==> config.mk <==
export PLATFORM = sky130hd
export DESIGN_NAME = scl2x_addr_gen
export DESIGN_NICKNAME = d
export VERILOG_FILES = /design/src/sv/scl2x_pkg.sv /design/src/sv/scl2x_addr_gen.sv
export SDC_FILE = /design/constraint.sdc
export NUM_CORES = 1
export LEC_CHECK = 0
export BUFFER_PORTS_ARGS = -buffer_cell sky130_fd_sc_hd__buf_2
export CORE_UTILIZATION = 66
export CTS_CLUSTER_SIZE = 16
export DETAILED_ROUTE_END_ITERATION = 8
export PLACE_DENSITY = 0.88
export SKIP_LAST_GASP = 1
export SYNTH_ARGS = -nofsm -noshare
export SYNTH_HDL_FRONTEND = slang
export SYNTH_SLANG_ARGS = --single-unit
export TNS_END_PERCENT = 5
==> constraint.sdc <==
create_clock -name clk -period 18.06 [get_ports clk]
set_input_delay 0.903 -clock clk [delete_from_list [all_inputs] [get_ports clk]]
set_output_delay 0.903 -clock clk [all_outputs]
set_load 0.01 [all_outputs]
==> src/sv/scl2x_pkg.sv <==
// Shared constants, register indexes, types and the Scale2x pixel rules
// for the Scale2x upscaler. No dependencies.
package scl2x_pkg;

  localparam int MAX_STRIDE_DEF = 512;
  localparam int PIXEL_BITS_DEF = 32;

  localparam int DATA_W     = 32;
  localparam int BLOCK_W    = 4 * DATA_W;
  localparam int CFG_ADDR_W = 2;
  localparam int CFG_DATA_W = 10;
  localparam int ROW_W      = 11;
  localparam int MIN_STRIDE = 3;

  localparam logic [ROW_W-1:0] ROW_MAX = {ROW_W{1'b1}};

  localparam logic [CFG_ADDR_W-1:0] REG_ACTIVE_WIDTH  = 2'd0;
  localparam logic [CFG_ADDR_W-1:0] REG_ACTIVE_HEIGHT = 2'd1;
  localparam logic [CFG_ADDR_W-1:0] REG_LINE_STRIDE   = 2'd2;
  localparam logic [CFG_ADDR_W-1:0] REG_FIRST_COLUMN  = 2'd3;

  localparam logic [8:0] RST_ACTIVE_WIDTH  = 9'd320;
  localparam logic [9:0] RST_ACTIVE_HEIGHT = 10'd224;
  localparam logic [9:0] RST_LINE_STRIDE   = 10'd336;
  localparam logic [8:0] RST_FIRST_COLUMN  = 9'd8;

  typedef struct packed {
    logic emit;
    logic last;
    logic wrap;
  } pos_flags_t;

  // Returns {E3, E2, E1, E0}, E0 in the lowest bits.
  function automatic logic [BLOCK_W-1:0] scale2x_block(
    input logic [DATA_W-1:0] b,
    input logic [DATA_W-1:0] d,
    input logic [DATA_W-1:0] e,
    input logic [DATA_W-1:0] f,
    input logic [DATA_W-1:0] h
  );
    logic [DATA_W-1:0] e0;
    logic [DATA_W-1:0] e1;
    logic [DATA_W-1:0] e2;
    logic [DATA_W-1:0] e3;
    e0 = (d == b && b != f && d != h) ? d : e;
    e1 = (b == f && b != d && f != h) ? f : e;
    e2 = (d == h && d != b && h != f) ? d : e;
    e3 = (h == f && d != h && b != f) ? f : e;
    return {e3, e2, e1, e0};
  endfunction

endpackage

==> src/sv/scl2x_addr_gen.sv <==
// Configuration registers, column and row counters, and per-pixel address
// and block flags. Depends on scl2x_pkg.
module scl2x_addr_gen #(
  parameter int MAX_STRIDE = scl2x_pkg::MAX_STRIDE_DEF
) (
  input  logic                                clk,
  input  logic                                rst_n,
  input  logic                                cfg_we,
  input  logic [scl2x_pkg::CFG_ADDR_W-1:0]    cfg_addr,
  input  logic [scl2x_pkg::CFG_DATA_W-1:0]    cfg_wdata,
  input  logic                                step,
  input  logic                                frame_start,
  output logic [$clog2(MAX_STRIDE)-1:0]       col_addr,
  output logic [$clog2(MAX_STRIDE)-1:0]       f_addr,
  output scl2x_pkg::pos_flags_t               flags
);

  localparam int ADDR_W = $clog2(MAX_STRIDE);
  localparam int ROW_W  = scl2x_pkg::ROW_W;

  logic [8:0]        active_width_r;
  logic [9:0]        active_height_r;
  logic [9:0]        line_stride_r;
  logic [8:0]        first_column_r;
  logic [ADDR_W-1:0] col_r;
  logic [ROW_W-1:0]  row_r;
  logic [ADDR_W-1:0] col_nxt;
  logic [ROW_W-1:0]  row_nxt;

  logic [31:0]      stride;
  logic [31:0]      last_idx;
  logic [31:0]      col_cur;
  logic [31:0]      col_eff;
  logic [31:0]      active_end;
  logic [31:0]      last_blk;
  logic [31:0]      bottom_row;
  logic [ROW_W-1:0] row_cur;

  always_comb begin
    stride = 32'(line_stride_r);
    if (stride < 32'(scl2x_pkg::MIN_STRIDE)) begin
      stride = 32'(scl2x_pkg::MIN_STRIDE);
    end else if (stride > 32'(MAX_STRIDE)) begin
      stride = 32'(MAX_STRIDE);
    end
    last_idx = stride - 32'd1;

    col_cur = frame_start ? 32'd0 : 32'(col_r);
    row_cur = frame_start ? '0 : row_r;
    col_eff = (col_cur > last_idx) ? last_idx : col_cur;

    active_end = 32'(first_column_r) + 32'(active_width_r);
    last_blk   = (active_end - 32'd1 > last_idx) ? last_idx : active_end - 32'd1;
    bottom_row = 32'(active_height_r) + 32'd1;

    flags.emit = (32'(row_cur) >= 32'd2) && (32'(row_cur) <= bottom_row) &&
                 (active_width_r != '0) && (col_eff >= 32'(first_column_r)) &&
                 (col_eff < active_end);
    flags.last = (32'(row_cur) == bottom_row) && (col_eff == last_blk);
    flags.wrap = (col_eff == last_idx);

    col_addr = col_eff[ADDR_W-1:0];
    f_addr   = flags.wrap ? '0 : col_eff[ADDR_W-1:0] + ADDR_W'(1);

    if (flags.wrap) begin
      col_nxt = '0;
      row_nxt = (row_cur != scl2x_pkg::ROW_MAX) ? row_cur + ROW_W'(1) : row_cur;
    end else begin
      col_nxt = col_eff[ADDR_W-1:0] + ADDR_W'(1);
      row_nxt = row_cur;
    end
  end

  always_ff @(posedge clk) begin
    if (!rst_n) begin
      active_width_r  <= scl2x_pkg::RST_ACTIVE_WIDTH;
      active_height_r <= scl2x_pkg::RST_ACTIVE_HEIGHT;
      line_stride_r   <= scl2x_pkg::RST_LINE_STRIDE;
      first_column_r  <= scl2x_pkg::RST_FIRST_COLUMN;
      col_r           <= '0;
      row_r           <= '0;
    end else begin
      if (cfg_we) begin
        case (cfg_addr)
          scl2x_pkg::REG_ACTIVE_WIDTH:  active_width_r  <= cfg_wdata[8:0];
          scl2x_pkg::REG_ACTIVE_HEIGHT: active_height_r <= cfg_wdata;
          scl2x_pkg::REG_LINE_STRIDE:   line_stride_r   <= cfg_wdata;
          scl2x_pkg::REG_FIRST_COLUMN:  first_column_r  <= cfg_wdata[8:0];
          default: ;
        endcase
      end
      if (step) begin
        col_r <= col_nxt;
        row_r <= row_nxt;
      end
    end
  end

endmodule

-- Yosys cells after proc, flatten, opt, wreduce, memory -nomap -nowiden
Index checks and enable logic that the tools add are counted.
- bits in registers: 58
- bits of input ports: 17
- output and inout bits: 21
- logic and storage cells: 47
- $add $sub $neg: 6
- $lt $le $gt $ge: 8
- eq/ne operators: 7
- multiplexer cells: 9
- reduce and logical (&&, ||, !) cells: 11
- operators with widths (operator ; count):
    equality test 32 bit ; 2
    two-way mux 32 bit ; 2
    two-way mux 11 bit ; 3
    greater-or-equal comparator 32 x 9 -> 1 bit ; 1
    greater-than comparator 32 bit ; 1
    greater-than comparator 9 x 32 -> 1 bit ; 1
    < comparator 32 x 10 -> 1 bit ; 1
    subtractor 32 x 1 -> 32 bit, second input constant ; 1
    two-way mux 10 bit ; 2
    two-way mux 9 bit ; 2
    adder 10 x 1 -> 11 bit, second input constant ; 1
    adder 11 x 1 -> 11 bit, second input constant ; 1
    equality test 11 bit ; 1
    greater-or-equal comparator 11 x 2 -> 1 bit, second input constant ; 1
    less-or-equal comparator 11 bit ; 1
    != test 11 bit, second input constant ; 1
    subtractor 10 x 1 -> 11 bit, second input constant ; 1
    adder 9 x 9 -> 10 bit ; 1
    greater-than comparator 10 bit, second input constant ; 1
    < comparator 10 x 2 -> 1 bit, second input constant ; 1
    adder 9 x 1 -> 9 bit, second input constant ; 1
    nonzero test 9 bit ; 1
    AND reduction 2 bit ; 4
    logical AND 1 bit ; 5
    other kinds (3) ; 4

-- Depth between registers and ports, before layout
- depth after elaboration: 9
- gate-level depth with buffers: 33
- mapped depth without buffers: 29

-- Worst setup path before layout
Ideal clock, no wire load.
- path type: register to output
- from: register line_stride_r[2]
- to: output flags[2] in the netlist's numbering
- arrival: 6.172 ns
- data required time: 17.157 ns
- path slack: 10.985 ns
- cell stages (with the launch flop): 33
- buffers on the path: 4
- cell sequence: dfxtp_1 buf_6 or4_1 buf_2 nor4_1 nor2_1 nor2_1 inv_1 ha_1 clkbuf_1 xnor2_1 inv_1 ha_1 o21a_1 o21a_1 o211ai_1 nor4_1 o211a_1 buf_6 mux2i_1 inv_1 ha_1 nand2b_1 a21o_1 a21o_1 a21o_1 a21o_1 a21o_1 a21o_1 a21o_1 a21oi_1 nor2_1 o221a_2
- RTL lines (item ; line ; text):
    start: declaration ; scl2x_addr_gen.sv:23 ; logic [9:0] line_stride_r;
    start signal: assignment ; scl2x_addr_gen.sv:78 ; line_stride_r <= scl2x_pkg::RST_LINE_STRIDE;
    start signal: assignment ; scl2x_addr_gen.sv:87 ; scl2x_pkg::REG_LINE_STRIDE: line_stride_r <= cfg_wdata;
    end: declaration ; scl2x_addr_gen.sv:15 ; output scl2x_pkg::pos_flags_t flags

==> impl_metrics.json <==
{
  "numCtsBuffers": 9,
  "avgSynthCellArea_um2": 7.54,
  "hold_viol_final": 0,
  "clock_path_buffers": 2,
  "rsz0062_at_grt": "no",
  "r2r_cells": 19,
  "htreeDepth": 3,
  "grt_pass1_vias": 5190,
  "place.gp.congestion": 1.08,
  "grt_max_degree": 31,
  "timing.rr.end": "row_r[5]",
  "fp.dieH_um": 95.3,
  "ioPinCount": 38,
  "portBuffers": 37,
  "crit_path_end_kind": "output port",
  "hold_end": "first_column_r[1]",
  "dr_total_vias": 5668,
  "drv_cap": 0,
  "via_per_inst": 6.33,
  "firstDrtPassIters": 5,
  "critPathKind": "flop to output port",
  "ff2ff_setup_slack_ns": 11.60,
  "grt_pass1_wl_um": 24700,
  "reg2reg_from": "line_stride_r[2]",
  "skew_ns": 0.0126,
  "grt_overflow": 0,
  "grt_usage_pct": 35.3,
  "syn_to_final_growth_pct": 6.79,
  "critPathMaxFanout": 18,
  "die_area_um2": 9090,
  "rows": 33,
  "drive_gt1_share_pct": 9.99,
  "n_fill_cell": 671,
  "relSlewSlack_pct": 25.2,
  "synth_area_leaders": "dfxtp_1 (20%), ha_1 (15%), nand2_1 (6.2%)",
  "max_freq_ghz": 0.116,
  "antenna_left": 0,
  "synthCells": 763,
  "start_kind": "flop",
  "hp-start": "first_column_r[1]",
  "ys_warn_count": 0,
  "post-cts-setup-buffers": 0,
  "outcome": "finished, final reports clean",
  "synth_top_cell_area_share_pct": 20.2,
  "cp_slowest_stage_delay_ns": 0.75,
  "antenna_found_initial": 0,
  "yosysUniqueCellTypes": 71,
  "start_util_pct": 68.9,
  "synth_area_um2": 5750,
  "holdPathStages": 2,
  "slew_viol_final": 0,
  "insertedDiodeCount": 0,
  "tns_ns": 0,
  "hp-class": "flop to flop",
  "final.period_utilization_pct": 47.7,
  "dp_slack_ns": 9.96,
  "critPathRequiredTime_ns": 17.16,
  "holdBufCountCts": 0,
  "cts_tree": "done",
  "p_leak_nw": 2.75,
  "cellPowerDensity_nw_per_um2": 53.2,
  "final.setup.worst_slack_ns": 9.44,
  "die_w_um": 95.3,
  "drc_errors": 0,
  "ys_seq_elements": 58,
  "fin_nets": 872,
  "ctsResizeCount": 0,
  "avgRoutedWirePerCell_um": 17.5,
  "drt_wl_total_um": 15700,
  "crit_slowest_cell": "or4_1",
  "finalSetupViolCount": 0,
  "yosys.area.top_type": "dfxtp_1",
  "worst_ep_arrival_time_ns": 7.71,
  "insertion_delay_ns": 0.34,
  "cts_sinks": 58,
  "synth_edf_count": 0,
  "layout_min_cycle_time_ns": 8.62,
  "core-area_um2": 8340,
  "yosysMostFrequentCell": "nand2_1",
  "vdd_drop_max_uv": 64.4,
  "critPathMostFrequentCell": "a21o_1",
  "yosys-top-cells-count": "nand2_1 (95), ha_1 (68), nor2_1 (62), dfxtp_1 (58), a21oi_1 (55)",
  "path_clk_slew_ns": 0.07,
  "root_buffer": "clkbuf_8",
  "hpwl_um": 12400,
  "async_flop_share_pct": 0,
  "synth_ff_type": "dfxtp_1",
  "worstMarginPinSlew_ns": 1.11,
  "yosysSeqAreaShare_pct": 20.2,
  "first_iter_violations": 377
}
report_power, final:
group | internal, mW | total, mW | leakage, nW | switching, mW
combinational | 0.0316 | 0.0802 | 2.19 | 0.0486
clock | 0.0534 | 0.111 | 0.0882 | 0.0575
sequential | 0.131 | 0.136 | 0.471 | 0.00431
layout make-up:
type                    instances  area (um2)  share of cell area [%]
inverters                      55         206                    3.36
well taps                     105         131                    2.14
clock inverters                 6        42.5                   0.693
flip-flops and latches         58        1160                    18.9
repair buffers                 42         223                    3.63
multi-input cells             620        4240                    69.0
clock buffers                  10         138                    2.24
cell families (layout without fill, tap and decap cells):
family | count (synthesis) | count (layout) | synth area share (%)
compound gates | 170 | 170 | 19.8
xor+xnor | 40 | 40 | 6.09
fa+ha+maj | 70 | 70 | 15.3
buf+inv | 88 | 113 | 6.29
flops | 58 | 58 | 20.2
mux | 35 | 35 | 6.42
other cells | 2 | 5 | 0.131
simple gates | 300 | 300 | 25.7
state kept, by name, summed over array words and instances (netlist names):
| signal | flops |
|---|---|
| line_stride_r | 10 |
| active_width_r | 9 |
| col_r | 9 |
| row_r | 11 |
| active_height_r | 10 |
| first_column_r | 9 |
how the worst max path moves through the flow:
stage	startpoint	end	slack, ns	depth (start not counted)
global route	line_stride_r[2]	flags[2]	8.85	29
finish	line_stride_r[2]	flags[2]	9.44	29
global placement	line_stride_r[2]	flags[2]	10.18	29
floorplan	line_stride_r[2]	flags[2]	10.99	32
detailed placement	line_stride_r[2]	flags[2]	9.96	29
CTS	line_stride_r[2]	flags[2]	9.54	29
per-stage QoR:
| step | util [%] | cell area, um2 | power (mW) | hold WS (ns) | std cells |
|---|---|---|---|---|---|
| floorplan | - | 5760 | 0.196 | 0.446 | 766 |
| global placement | 71.5 | 5960 | 0.214 | 0.461 | 880 |
| detailed placement | 71.5 | 5960 | 0.216 | 0.476 | 880 |
| CTS | 73.6 | 6140 | 0.327 | 0.486 | 896 |
| global route | 73.6 | 6140 | 0.342 | 0.500 | 896 |
| finish | 73.6 | 6140 | 0.327 | 0.488 | 896 |
layout by cell type (no fill, tap or decap), drive strengths merged, types with 3 or more instances in the layout:
master	synthesis	layout
buf	9	42
mux2	6	6
or3	5	5
or4	4	4
ha	68	68
a31oi	3	3
and2	4	4
or2	5	5
a21oi	56	56
mux2i	29	29
clkinv	4	8
nand2b	8	8
o21ai	24	24
nand2	95	95
and3b	3	3
clkbuf	24	10
o21a	18	18
nor2	63	63
nand3	32	32
o311ai	3	3
xor2	15	15
conb	2	5
nor3b	4	4
inv	51	51
a21o	20	20
a32oi	4	4
nor4	12	12
xnor2	25	25
nor3	14	14
o31ai	6	6
and3	13	13
nand4	11	11
a211oi	8	8
dfxtp	58	58
nor2b	20	20
o211ai	6	6
per-layer routing:
| metal | up-vias | GRT usage, % | part of all wire [%] |
|---|---|---|---|
| met5 | - | 0 | 0 |
| met4 | 0 | 16.2 | 3.8 |
| met3 | 36 | 5.66 | 7.0 |
| met2 | 222 | 58.2 | 44 |
| met1 | 2649 | 45.0 | 45 |
| li1 | 2761 | - | - |
critical path, delay by kind of cell, from the launching register on:
family                     cells  cell delay (ns)
AOI/OAI and AO/OA             13             2.49
and+or+nand+nor                7             2.02
adders and majority gates      3             0.92
muxes                          1             0.55
buffers and inverters          4             0.54
xor gates and xnor gates       1             0.44
DFF                            1             0.40
Power figures use the tool's default switching activity.
